--- config.mk ---
export PLATFORM = sky130hd
export DESIGN_NAME = substring_match_row_column
export DESIGN_NICKNAME = d
export VERILOG_FILES = /design/src/design/smc_pkg.sv /design/src/design/smc_cell.sv /design/src/design/substring_match_row_column.sv
export SDC_FILE = /design/constraint.sdc
export NUM_CORES = 1
export LEC_CHECK = 0
export ABC_AREA = 0
export BUFFER_PORTS_ARGS = -buffer_cell sky130_fd_sc_hd__buf_2
export CORE_MARGIN = 10
export CORE_UTILIZATION = 52
export DETAILED_ROUTE_END_ITERATION = 7
export PLACE_DENSITY = 0.69
export RECOVER_POWER = 50
export SLEW_MARGIN = 20
export SYNTH_ARGS = -nofsm -noshare
export SYNTH_HDL_FRONTEND = slang
export SYNTH_SLANG_ARGS = --single-unit
export TNS_END_PERCENT = 20
--- constraint.sdc ---
create_clock -name clk -period 31.7 [get_ports clk]
set_input_delay 4.755 -clock clk [delete_from_list [all_inputs] [get_ports clk]]
set_output_delay 4.755 -clock clk [all_outputs]
set_load 0.02 [all_outputs]
--- src/design/smc_pkg.sv ---
// ----------------------------------------------------------------------------
// smc_pkg: shared definitions for the substring match block
// Sizes, register indexes and the window slot and result types that are used
// by the window cells and by the top level.
// ----------------------------------------------------------------------------
package smc_pkg;

    // Longest pattern in bytes, and the width of the row and column counters.
    localparam int MAX_PATTERN  = 8;
    localparam int COUNTER_BITS = 24;

    // Field and register widths.
    localparam int TEXT_W   = 8;
    localparam int FILE_W   = 16;
    localparam int LEN_W    = 4;
    localparam int PAT_W    = TEXT_W * MAX_PATTERN;
    localparam int CFG_W    = PAT_W;
    localparam int CELLS    = MAX_PATTERN - 1;
    localparam int IDX_W    = (MAX_PATTERN > 1) ? $clog2(MAX_PATTERN) : 1;

    // Line feed ends a row.
    localparam logic [TEXT_W-1:0] NEWLINE = 8'h0A;

    // Saturation value of the row and column counters.
    localparam logic [COUNTER_BITS-1:0] COUNTER_MAX = '1;

    // Configuration register indexes.
    typedef enum logic [0:0] {
        CFG_PATTERN = 1'b0,
        CFG_LENGTH  = 1'b1
    } cfg_index_t;

    // One window slot: a text byte with its position and an in-file flag.
    typedef struct packed {
        logic                    valid;
        logic [TEXT_W-1:0]       data;
        logic [COUNTER_BITS-1:0] row;
        logic [COUNTER_BITS-1:0] col;
    } smc_slot_t;

    // Control common to all cells of the window.
    typedef struct packed {
        logic shift;
        logic flush;
    } smc_ctl_t;

    // One reported match.
    typedef struct packed {
        logic [FILE_W-1:0]       file;
        logic [COUNTER_BITS-1:0] row;
        logic [COUNTER_BITS-1:0] col;
    } smc_result_t;

endpackage

--- src/design/smc_cell.sv ---
// ----------------------------------------------------------------------------
// smc_cell: one stage of the text window
// Holds one earlier byte with its row and column, hands it to the next cell
// on every accepted word and compares it against its share of the pattern.
// ----------------------------------------------------------------------------
module smc_cell (
    input  logic                        clk,
    input  logic                        rst_n,
    input  smc_pkg::smc_ctl_t           ctl,
    input  smc_pkg::smc_slot_t          slot_in,
    input  logic [smc_pkg::TEXT_W-1:0]  pat_byte,
    input  logic                        check_en,
    output smc_pkg::smc_slot_t          slot_out,
    output logic                        match_ok
);

    logic                    valid_reg;
    logic                    valid_next;
    smc_pkg::smc_slot_t      slot_reg;

    // The in-file flag is cleared at the end of a file, after the check.
    always_comb
    begin
        valid_next = valid_reg;
        if (ctl.shift)
        begin
            valid_next = slot_in.valid && !ctl.flush;
        end
    end

    always_ff @(posedge clk or negedge rst_n)
    begin
        if (!rst_n)
        begin
            valid_reg <= 1'b0;
        end
        else
        begin
            valid_reg <= valid_next;
        end
    end

    // Byte and position move along with each accepted word.
    always_ff @(posedge clk)
    begin
        if (ctl.shift)
        begin
            slot_reg <= slot_in;
        end
    end

    always_comb
    begin
        slot_out       = slot_reg;
        slot_out.valid = valid_reg;
    end

    // A lane outside the pattern always agrees.
    assign match_ok = !check_en || (valid_reg && (slot_reg.data == pat_byte));

endmodule

--- src/design/substring_match_row_column.sv ---
// ----------------------------------------------------------------------------
// substring_match_row_column: pattern search with row and column report
// Finds the leftmost non-overlapping occurrences of a 1 to 8 byte pattern in
// a stream of files and reports file number, row and column of each match.
// ----------------------------------------------------------------------------
// Usage:
//   Text arrives one byte per word on the input channel (in_valid/in_stall),
//   end_of_file marking the last byte of a file. Each match leaves on the
//   output channel (out_valid/out_stall) as one word holding file_number,
//   match_row and match_column of the match's first byte.
//   The pattern and its length are written through cfg_write/cfg_index/
//   cfg_data while the block is idle.
//   Throughput is one byte per cycle while in_stall is low: the byte window
//   is a row of cells that shift on every accepted word and compare in parallel.
//   A match is registered when its last byte is accepted.
//   The output register is backed by a one-word skid buffer, so input keeps
//   flowing while one result waits; in_stall rises only when both hold a
//   result, that is after the receiver has stalled with a second match
//   behind the first.
//   Reset empties the window, sets the row and column counters to one, clears
//   the file number and both output words; the pattern resets to zero and the length to one.
// ----------------------------------------------------------------------------
module substring_match_row_column (
    input  logic                               clk,
    input  logic                               rst_n,
    // Configuration
    input  logic                               cfg_write,
    input  logic [0:0]                         cfg_index,
    input  logic [smc_pkg::CFG_W-1:0]          cfg_data,
    // Text input
    input  logic                               in_valid,
    output logic                               in_stall,
    input  logic [smc_pkg::TEXT_W-1:0]         text_byte,
    input  logic                               end_of_file,
    // Match output
    output logic                               out_valid,
    input  logic                               out_stall,
    output logic [smc_pkg::FILE_W-1:0]         file_number,
    output logic [smc_pkg::COUNTER_BITS-1:0]   match_row,
    output logic [smc_pkg::COUNTER_BITS-1:0]   match_column
);

    // Configuration registers.
    logic [smc_pkg::PAT_W-1:0]        pattern_reg;
    logic [smc_pkg::LEN_W-1:0]        length_reg;

    // Position and scan state.
    logic [smc_pkg::COUNTER_BITS-1:0] row_reg;
    logic [smc_pkg::COUNTER_BITS-1:0] row_next;
    logic [smc_pkg::COUNTER_BITS-1:0] col_reg;
    logic [smc_pkg::COUNTER_BITS-1:0] col_next;
    logic [smc_pkg::IDX_W-1:0]        suppress_reg;
    logic [smc_pkg::IDX_W-1:0]        suppress_next;
    logic [smc_pkg::FILE_W-1:0]       file_reg;
    logic [smc_pkg::FILE_W-1:0]       file_next;

    // Window and compare.
    logic [smc_pkg::LEN_W-1:0]        eff_len;
    logic [smc_pkg::IDX_W-1:0]        len_m1;
    smc_pkg::smc_ctl_t                ctl;
    smc_pkg::smc_slot_t               win [smc_pkg::MAX_PATTERN];
    logic [smc_pkg::TEXT_W-1:0]       pat_sel [smc_pkg::MAX_PATTERN];
    logic [smc_pkg::MAX_PATTERN-1:0]  lane_en;
    logic [smc_pkg::MAX_PATTERN-1:0]  lane_ok;
    logic                             raw_hit;
    logic                             hit;
    logic                             in_accept;
    smc_pkg::smc_slot_t               first_slot;
    smc_pkg::smc_result_t             new_result;

    // Output register and skid buffer.
    logic                             out_valid_reg;
    logic                             out_valid_next;
    smc_pkg::smc_result_t             out_reg;
    smc_pkg::smc_result_t             out_next;
    logic                             skid_valid_reg;
    logic                             skid_valid_next;
    smc_pkg::smc_result_t             skid_reg;
    smc_pkg::smc_result_t             skid_next;
    logic                             push;
    logic                             pop;

    // Configuration writes.
    always_ff @(posedge clk or negedge rst_n)
    begin
        if (!rst_n)
        begin
            pattern_reg <= '0;
            length_reg  <= smc_pkg::LEN_W'(1);
        end
        else if (cfg_write)
        begin
            unique case (smc_pkg::cfg_index_t'(cfg_index))
                smc_pkg::CFG_PATTERN: pattern_reg <= cfg_data;
                smc_pkg::CFG_LENGTH:  length_reg  <= cfg_data[smc_pkg::LEN_W-1:0];
                default:              pattern_reg <= pattern_reg;
            endcase
        end
    end

    // Effective pattern length: zero counts as one, long values clamp.
    always_comb
    begin
        priority if (length_reg == '0)
        begin
            eff_len = smc_pkg::LEN_W'(1);
        end
        else if (length_reg > smc_pkg::LEN_W'(smc_pkg::MAX_PATTERN))
        begin
            eff_len = smc_pkg::LEN_W'(smc_pkg::MAX_PATTERN);
        end
        else
        begin
            eff_len = length_reg;
        end
    end

    assign len_m1 = smc_pkg::IDX_W'(eff_len - smc_pkg::LEN_W'(1));

    assign in_stall  = skid_valid_reg;
    assign in_accept = in_valid && !in_stall;

    assign ctl.shift = in_accept;
    assign ctl.flush = end_of_file;

    // The incoming byte is the newest window slot.
    always_comb
    begin
        first_slot.valid = 1'b1;
        first_slot.data  = text_byte;
        first_slot.row   = row_reg;
        first_slot.col   = col_reg;
    end

    assign win[0] = first_slot;

    // Window lane j holds pattern byte len-1-j.
    always_comb
    begin
        for (int j = 0; j < smc_pkg::MAX_PATTERN; j++)
        begin
            lane_en[j] = (smc_pkg::IDX_W'(j) <= len_m1);
            pat_sel[j] = pattern_reg[(len_m1 - smc_pkg::IDX_W'(j)) * smc_pkg::TEXT_W
                                     +: smc_pkg::TEXT_W];
        end
    end

    assign lane_ok[0] = (text_byte == pat_sel[0]);

    // Row of window cells, oldest byte at the far end.
    for (genvar c = 0; c < smc_pkg::CELLS; c++)
    begin : g_cell
        smc_cell u_cell (
            .clk      (clk),
            .rst_n    (rst_n),
            .ctl      (ctl),
            .slot_in  (win[c]),
            .pat_byte (pat_sel[c+1]),
            .check_en (lane_en[c+1]),
            .slot_out (win[c+1]),
            .match_ok (lane_ok[c+1])
        );
    end

    assign raw_hit = &lane_ok;
    assign hit     = raw_hit && (suppress_reg == '0);

    // The match starts at the oldest slot that the pattern covers.
    always_comb
    begin
        new_result.file = file_reg;
        new_result.row  = win[len_m1].row;
        new_result.col  = win[len_m1].col;
    end

    // Position, suppression and file number for the next byte.
    always_comb
    begin
        row_next      = row_reg;
        col_next      = col_reg;
        suppress_next = suppress_reg;
        file_next     = file_reg;
        if (in_accept)
        begin
            if (text_byte == smc_pkg::NEWLINE)
            begin
                row_next = (row_reg == smc_pkg::COUNTER_MAX) ? row_reg : row_reg + 1'b1;
                col_next = smc_pkg::COUNTER_BITS'(1);
            end
            else
            begin
                col_next = (col_reg == smc_pkg::COUNTER_MAX) ? col_reg : col_reg + 1'b1;
            end
            if (suppress_reg != '0)
            begin
                suppress_next = suppress_reg - 1'b1;
            end
            else if (raw_hit)
            begin
                suppress_next = len_m1;
            end
            if (end_of_file)
            begin
                row_next      = smc_pkg::COUNTER_BITS'(1);
                col_next      = smc_pkg::COUNTER_BITS'(1);
                suppress_next = '0;
                file_next     = file_reg + 1'b1;
            end
        end
    end

    always_ff @(posedge clk or negedge rst_n)
    begin
        if (!rst_n)
        begin
            row_reg      <= smc_pkg::COUNTER_BITS'(1);
            col_reg      <= smc_pkg::COUNTER_BITS'(1);
            suppress_reg <= '0;
            file_reg     <= '0;
        end
        else
        begin
            row_reg      <= row_next;
            col_reg      <= col_next;
            suppress_reg <= suppress_next;
            file_reg     <= file_next;
        end
    end

    // Output register with a one-word skid buffer behind it.
    assign push = in_accept && hit;
    assign pop  = out_valid_reg && !out_stall;

    always_comb
    begin
        out_valid_next  = out_valid_reg;
        out_next        = out_reg;
        skid_valid_next = skid_valid_reg;
        skid_next       = skid_reg;
        if (pop)
        begin
            if (skid_valid_reg)
            begin
                out_next        = skid_reg;
                skid_valid_next = push;
                skid_next       = new_result;
            end
            else
            begin
                out_valid_next = push;
                out_next       = new_result;
            end
        end
        else if (push)
        begin
            if (!out_valid_reg)
            begin
                out_valid_next = 1'b1;
                out_next       = new_result;
            end
            else
            begin
                skid_valid_next = 1'b1;
                skid_next       = new_result;
            end
        end
    end

    always_ff @(posedge clk or negedge rst_n)
    begin
        if (!rst_n)
        begin
            out_valid_reg  <= 1'b0;
            skid_valid_reg <= 1'b0;
        end
        else
        begin
            out_valid_reg  <= out_valid_next;
            skid_valid_reg <= skid_valid_next;
        end
    end

    always_ff @(posedge clk)
    begin
        out_reg  <= out_next;
        skid_reg <= skid_next;
    end

    assign out_valid    = out_valid_reg;
    assign file_number  = out_reg.file;
    assign match_row    = out_reg.row;
    assign match_column = out_reg.col;

`ifndef ASSERT_OFF
    // The skid word is only ever filled behind a waiting output word.
    a_skid_behind_out: assert property (@(posedge clk) disable iff (!rst_n)
        skid_valid_reg |-> out_valid_reg)
        else $error("skid buffer holds a word while the output is empty");

    // Reported positions are 1-based.
    a_pos_nonzero: assert property (@(posedge clk) disable iff (!rst_n)
        out_valid_reg |-> (match_row != '0) && (match_column != '0))
        else $error("match reported at row or column zero");

    // A stalled result is never dropped.
    a_hold_result: assert property (@(posedge clk) disable iff (!rst_n)
        (out_valid_reg && out_stall) |=> out_valid_reg)
        else $error("stalled match word was lost");

    // A match inside a file skips the end positions that would overlap it.
    a_suppress_set: assert property (@(posedge clk) disable iff (!rst_n)
        (push && !end_of_file) |=> (suppress_reg == $past(len_m1)))
        else $error("suppression count does not follow the matched length");
`endif

endmodule

==> results of run 1 <==
## final cells by class
class                           instances  share of cell area (%)
Clock buffer                          101                    5.77
Clock inverter                         26                   0.704
Inverter                               36                   0.412
Multi-Input combinational cell       1206                    30.0
Sequential cell                       664                    57.5
Tap cell                              756                    2.83
Timing Repair Buffer                  170                    2.74
## worst paths after layout
kind | end | slack [ns] | start
hold / removal | g_cell[1].u_cell.slot_out[32] | 0.44 | g_cell[0].u_cell.slot_out[32]
min in group asynchronous | pattern_reg[51] | 5.71 | rst_n
hold reg to reg | g_cell[1].u_cell.slot_out[32] | 0.44 | g_cell[0].u_cell.slot_out[32]
setup / recovery | match_row[19] | 14.95 | length_reg[0]
setup reg to reg | match_row[19] | 14.95 | length_reg[0]
max in group asynchronous | col_reg[15] | 20.89 | rst_n
## synthesized netlist by cell type (5+ instances only)
cell and instances:
a21o_1 7, buf_6 5, nor3_1 18, and2_1 7, clkbuf_1 75, mux2i_1 61, buf_2 19, o21bai_1 6
xor2_1 35, and4_1 8, nand3_1 33, o31ai_1 6, a32oi_1 5, a21oi_1 61, a221oi_1 10, o21ai_0 75
nand2b_1 11, nor2b_1 13, or3_1 19, o22ai_1 8, nand3b_1 7, nand2_1 238, nand4_1 23, a21boi_0 5
a22oi_1 8, and3_1 18, a211oi_1 10, nor2_1 87, mux2_2 131, a311o_1 5, a31oi_1 8, o211ai_1 14
nor4_1 7, buf_1 13, ha_1 13, mux4_2 118, xnor2_1 51, dfrtp_1 141, inv_1 31, edfxtp_1 520
## per-layer routing
layer | part of all wire, % | vias up
met4 | 3.3 | 0
li1 | - | 8040
met2 | 47 | 641
met5 | 0 | -
met1 | 43 | 9232
met3 | 7.1 | 137
## worst register-to-register path, cell delays in order, from the launching register on
cell and delay (ns):
dfstp_1 1.46, o21ba_1 0.70, nor2_8 0.25, clkinvlp_2 3.95
ha_1 1.90, inv_1 0.12, ha_1 1.78, inv_1 1.39
clkbuf_1 1.16, a211oi_1 0.84, o211ai_1 0.21, o32ai_1 0.27
o211ai_1 0.14, nor4_1 0.27, a31oi_1 0.19, a211oi_2 0.34
nand3_2 0.30, o21ai_4 0.31, buf_4 0.75
## cells by family after synthesis
family / share of synthesized area [%]
buf+inv: 2.14
simple gates: 8.10
xor+xnor: 2.52
fa+ha+maj: 0.545
mux: 15.9
flops: 64.4
compound gates: 6.44
## stage by stage
step | setup slack, ns | instances | hold WS, ns | utilization [%] | area (um2)
5_1_grt | 13.04 | 2959 | 0.452 | 59.1 | 33400
6_report | 14.95 | 2959 | 0.441 | 59.1 | 33400
3_3_place_gp | 23.50 | 2831 | 0.424 | 55.3 | 31300
2_1_floorplan | 14.62 | 2021 | 0.421 | - | 29900
3_5_place_dp | 23.36 | 2831 | 0.430 | 55.3 | 31300
4_1_cts | 23.34 | 2958 | 0.442 | 59.1 | 33500
## power groups by stage
stage               logic [mW]  registers [mW]  clock network [mW]
floorplan                0.399            1.07                   0
global placement         0.530            1.09                   0
detailed placement       0.537            1.09                   0
CTS                      0.540            1.07               0.796
global route             0.595            1.08               0.831
finish                   0.551            1.08               0.779
## layout by cell type (no fill, tap or decap), types with 10 or more instances in the layout
cell type	synthesis	layout
inv_1	31	31
nor2b_1	13	12
mux2i_1	61	61
clkbuf_1	75	39
a221oi_1	10	10
edfxtp_1	520	520
clkinv_1	4	12
buf_2	19	134
o21ai_0	75	73
o211ai_1	14	14
mux2_2	131	131
a211oi_1	10	10
nand4_1	23	23
xor2_1	35	35
and3_1	18	18
nand3_1	33	33
dfrtp_1	141	141
nor3_1	18	18
ha_1	13	12
a21oi_1	61	61
xnor2_1	51	51
clkbuf_16	0	70
nor2_1	87	87
nand2_1	238	238
buf_4	3	19
or3_1	19	19
nand2b_1	11	11
mux4_2	118	118
==> impl_metrics.sql, run 1 <==
INSERT INTO impl_metrics (metric_group, metric, value, unit) VALUES
('setup_path', 'crit_fanout', '85', ''),
('sta', 'setup-violations-final', '0', ''),
('die', 'coreArea', '56600', 'um2'),
('final_layout', 'diodes', '0', ''),
('yosys', 'syn-cell-area', '29900', 'um2'),
('yosys', 'synthesis.instances', '2021', ''),
('yosys', 'synth_seq_area_share', '64.4', '%'),
('sta', 'grt_setup_unrepaired', 'no', ''),
('clock_network', 'tritoncts_clock_tree', 'built', ''),
('sta', 'period_minus_slack', '16.75', 'ns'),
('run', 'maxCapViolCount', '7', ''),
('grt', 'largest_net_degree_at_the_start_of_global_routing', '138', ''),
('sta', 'tightest_slew', '5.64', 'ns'),
('worst_hold_path', 'type_of_the_tightest_min_delay_check', 'reg2reg', ''),
('sta', 'finClkSkew', '0.0180', 'ns'),
('route', 'first_iter_violations', '1746', ''),
('power', 'power.share.switching', '29.5', '%'),
('power', 'power_frac_comb', '22.9', '%'),
('sta', 'fin_crit_sh', '52.9', '%'),
('clock_network', 'cts_buffers', '69', ''),
('sta', 'slew_violations', '540', ''),
('setup_path', 'worstPathArrival', '16.98', 'ns'),
('setup_path', 'critical-path-top-delay-family', 'buffers and inverters', ''),
('yosys', 'yosys_warnings', '0', ''),
('setup_path', 'cpMaxStageDelayCell', 'clkinvlp_2', ''),
('power', 'internal-power', '1.70', 'mW'),
('power', 'pwr_cell_area', '72.0', 'nW/um2'),
('yosys', 'post_synth_num_cell_types', '83', ''),
('final_layout', 'final_layout_size_suffix_gt1_share', '23.7', '%'),
('place', 'port_buffers', '144', ''),
('route', 'post_dr_wirelength_cell', '24.3', 'um'),
('setup_path', 'worstPathRequired', '31.93', 'ns'),
('outcome', 'failed_checks', 'max-capacitance violations, max-slew violations', ''),
('outcome', 'status', 'finished, violations left', ''),
('setup_path', 'cp-start-kind', 'register', ''),
('place', 'place_hpwl', '46100', 'um'),
('final_layout', 'syn_to_final_growth', '11.9', '%'),
('setup_path', 'crit_path_cell_trace', 'o21ba_1 > nor2_8 > clkinvlp_2 > ha_1 > inv_1 > ha_1 > inv_1 > clkbuf_1 > a211oi_1 > o211ai_1 > o32ai_1 > o211ai_1 > nor4_1 > a31oi_1 > a211oi_2 > nand3_2 > o21ai_4 > buf_4', ''),
('route', 'route.final.wire_length', '71800', 'um'),
('route', 'drt_drc_violations_left', '0', ''),
('power', 'totalPowerFinal', '2.41', 'mW'),
('yosys', 'ff_latch_count_synth', '664', ''),
('final_layout', 'area.sequential', '19200', 'um2'),
('power', 'static-leakage-power', '12.4', 'nW'),
('clock_network', 'clk_pin_slew_worst_paths', '0.06', 'ns'),
('yosys', 'netlist_top_cells_area', 'edfxtp_1 52%, dfrtp_1 12%, mux4_2 8.9%', ''),
('die', 'die-height', '260', 'um'),
('setup_path', 'critical_path_buf_inv_count', '5', ''),
('die', 'floorplan.initialDensity', '52.8', '%'),
('sta', 'setup_tns', '0', 'ns'),
('power', 'vdd.ir_drop.worst', '0.0000461', 'V'),
('final_layout', 'largest_register_ff_count', '392', ''),
('final_layout', 'n_fill_cell', '4343', ''),
('route', 'num_vias', '18100', ''),
('grt', 'busiest_layer', 'met2', ''),
('setup_path', 'crit_cells', '18', ''),
('grt', 'met3_usage', '4.13', '%'),
('grt', 'globalRouteMet2Util', '33.4', '%'),
('yosys', 'avgSynthCellArea', '14.8', 'um2'),
('setup_path', 'crit_end_element', 'register', ''),
('yosys', 'netlist.area_leader.share', '52.3', '%'),
('die', 'dieWidth', '260', 'um'),
('grt', 'global_route.usage.total', '21.4', '%'),
('setup_path', 'path_class', 'reg2reg', ''),
('sta', 'fmax', '0.0597', 'GHz'),
('setup_path', 'r2r_cells', '18', ''),
('yosys', 'synth_net_count', '2113', ''),
('power', 'proportion_of_power_drawn_by_flip_flops_and_latches', '44.7', '%'),
('setup_path', 'critical_path.max_stage_delay', '3.95', 'ns'),
('grt', 'global_route_wire_length_before_repair', '112000', 'um'),
('yosys', 'synth-edff-count', '520', '');
No activity file was read; power rests on OpenSTA's default activity.
==> run 2: changes to the inputs <==
==> constraint.sdc (replaced) <==
create_clock -name clk -period 17.08 [get_ports clk]
set_input_delay 2.562 -clock clk [delete_from_list [all_inputs] [get_ports clk]]
set_output_delay 2.562 -clock clk [all_outputs]
set_load 0.02 [all_outputs]
==> impl_metrics.sql, run 2 (synthesized netlist as in run 1, its figures left out) <==
INSERT INTO impl_metrics (metric_group, metric, value, unit) VALUES
('outcome', 'status', 'finished, violations left', ''),
('outcome', 'failed_checks', 'max-capacitance violations, max-slew violations', ''),
('die', 'die-area', '67400', 'um2'),
('setup_path', 'crit-reg2reg-capture', 'file_reg[13]', ''),
('setup_path', 'crit_path_cell_trace', 'buf_2 > nand2b_1 > clkbuf_1 > clkinvlp_2 > and2_1 > buf_4 > and3_1 > and4_1 > nand3_1 > nor2_1 > nand3_1 > xnor2_1', ''),
('clock_network', 'cts_hold_repair.buffers', '0', ''),
('clock_network', 'cts_num_sinks', '664', ''),
('place', 'port_buffers', '144', ''),
('setup_path', 'path_class', 'in2reg', ''),
('clock_network', 'clk-insertion-delay-late', '0.62', 'ns'),
('sta', 'fin_crit_sh', '63.8', '%'),
('setup_path', 'worstPathRequired', '17.60', 'ns'),
('worst_hold_path', 'type_of_the_tightest_min_delay_check', 'reg2reg', ''),
('sta', 'grt_setup_unrepaired', 'no', ''),
('power', 'totalPowerFinal', '4.57', 'mW'),
('final_layout', 'syn_to_final_growth', '12.8', '%'),
('sta', 'tightest_slew', '5.66', 'ns'),
('clock_network', 'htree_num_levels', '3', ''),
('setup_path', 'cp-start-kind', 'input port', ''),
('worst_hold_path', 'worst_hold_path.num_cells', '0', ''),
('die', 'dieWidth', '260', 'um'),
('power', 'static-leakage-power', '12.6', 'nW'),
('grt', 'globalRouteOverflowTotal', '0', ''),
('run', 'maxCapViolCount', '4', ''),
('clock_network', 'postCtsSetupBuffers', '0', ''),
('final_layout', 'layout.cells.most_common_list', '520 x edfxtp_1, 238 x nand2_1, 141 x dfrtp_1, 134 x buf_2, 131 x mux2_2', ''),
('die', 'die-height', '260', 'um'),
('sta', 'setup-violations-final', '0', ''),
('die', 'core_rows', '87', ''),
('sta', 'worst_slew_margin_rel', '-279', '%'),
('die', 'floorplan.initialDensity', '52.8', '%'),
('setup_path', 'r2r_cells', '11', ''),
('setup_path', 'worstPathArrival', '11.41', 'ns'),
('final_layout', 'largest_register_ff_count', '392', ''),
('route', 'num_vias', '18100', ''),
('clock_network', 'clk_pin_slew_worst_paths', '0.06', 'ns'),
('die', 'coreArea', '56600', 'um2'),
('route', 'detail_route.vias_per_cell', '6.13', ''),
('setup_path', 'crit_fanout', '142', ''),
('sta', 'finClkSkew', '0.0338', 'ns'),
('setup_path', 'crit_end_element', 'register', ''),
('route', 'drt_drc_violations_left', '0', ''),
('sta', 'hold_violations', '0', ''),
('setup_path', 'critPathLaunch', 'in_valid', ''),
('place', 'globalplace.congestion', '0.970', ''),
('clock_network', 'cts_buffers', '70', ''),
('setup_path', 'rrSetupSlack', '7.64', 'ns'),
('grt', 'global_route_wire_length_before_repair', '111000', 'um'),
('grt', 'grt_pass1_vias', '18300', ''),
('setup_path', 'critPathCapture', 'file_reg[13]', ''),
('setup_path', 'critical_path.max_stage_delay', '4.72', 'ns'),
('sta', 'period_minus_slack', '10.89', 'ns'),
('setup_path', 'cpMaxStageDelayCell', 'clkinvlp_2', ''),
('clock_network', 'cts_repair_resize_count', '0', ''),
('setup_path', 'cell_mode_on_critical_path', 'nand3_1', ''),
('grt', 'grt_antenna_before_repair', '2', ''),
('final_layout', 'final_nets', '2238', ''),
('clock_network', 'clockRootBuffer', 'clkbuf_16', ''),
('clock_network', 'clockBufferDepth', '3', ''),
('sta', 'slew_violations', '363', ''),
('final_layout', 'final_layout_size_suffix_gt1_share', '24.5', '%'),
('route', 'route.antenna.remaining_nets', '0', ''),
('route', 'drt_pass1_iterations', '6', ''),
('grt', 'global_route.usage.total', '21.1', '%'),
('die', 'top_level_ports', '145', ''),
('route', 'route.final.wire_length', '71200', 'um'),
('final_layout', 'n_fill_cell', '4359', ''),
('setup_path', 'critical_path.reg2reg.startpoint', 'in_stall', ''),
('power', 'pwr_cell_area', '136', 'nW/um2'),
('sta', 'setup_tns', '0', 'ns'),
('clock_network', 'tritoncts_clock_tree', 'built', ''),
('grt', 'largest_net_degree_at_the_start_of_global_routing', '189', ''),
('route', 'first_iter_violations', '1719', ''),
('final_layout', 'final_common_cell', 'edfxtp_1', ''),
('place', 'place_hpwl', '46100', 'um'),
('route', 'post_dr_wirelength_cell', '24.0', 'um'),
('sta', 'fmax', '0.0918', 'GHz'),
('power', 'vdd.ir_drop.worst', '0.0000716', 'V');
-- run 2: cell type report --
type,count,area (um2),share of cell area [%]
clock inverter,42,477,1.42
inverter,36,144,0.427
sequential,664,19200,57.1
antenna,1,2.50,0.00743
clock buffer,88,1930,5.73
timing repair buffer,168,910,2.70
multi-input combinational,1206,10100,29.8
tap,756,946,2.81
-- run 2: how the worst min path moves through the flow --
stage                                         end                     startpoint  slack (ns)
global placement    g_cell[2].u_cell.slot_out[44]  g_cell[1].u_cell.slot_out[44]        0.42
finish               g_cell[4].u_cell.slot_out[6]   g_cell[3].u_cell.slot_out[6]        0.44
floorplan            g_cell[2].u_cell.slot_out[0]   g_cell[1].u_cell.slot_out[0]        0.42
CTS                 g_cell[3].u_cell.slot_out[22]  g_cell[2].u_cell.slot_out[22]        0.44
global route        g_cell[3].u_cell.slot_out[22]  g_cell[2].u_cell.slot_out[22]        0.45
detailed placement  g_cell[3].u_cell.slot_out[38]  g_cell[2].u_cell.slot_out[38]        0.43
-- run 2: per-stage QoR --
step	cell area (um2)	utilization [%]	hold WS, ns	instances	setup slack (ns)
2_1_floorplan	29900	-	0.421	2021	2.19
3_3_place_gp	31300	55.3	0.425	2829	7.70
3_5_place_dp	31300	55.3	0.430	2830	7.75
4_1_cts	33700	59.6	0.445	2960	7.72
5_1_grt	33700	59.5	0.454	2960	5.17
6_report	33700	59.5	0.441	2961	6.19
-- run 2: power by group --
| group | total, mW | switching (mW) | internal [mW] | leakage, nW |
|---|---|---|---|---|
| registers | 2.00 | 0.117 | 1.89 | 6.92 |
| clock network | 1.57 | 0.637 | 0.932 | 1.16 |
| logic | 0.994 | 0.568 | 0.426 | 4.49 |
-- run 2: routing by layer --
layer / GRT usage (%) / vias to the layer above / part of all wire (%) / wire length, um
met5: 0 / - / 0.018 / 13
met2: 33.3 / 635 / 47 / 33500
met3: 3.67 / 123 / 6.9 / 4920
li1: - / 8054 / - / -
met1: 29.6 / 9326 / 43 / 30800
met4: 6.77 / 2 / 2.7 / 1920
-- run 2: worst max-delay path: cells and delay by family --
family                    cells  cell delay [ns]
and+or+nand+nor               7             2.66
buffers and inverters         4             5.91
xor gates and xnor gates      1             0.12
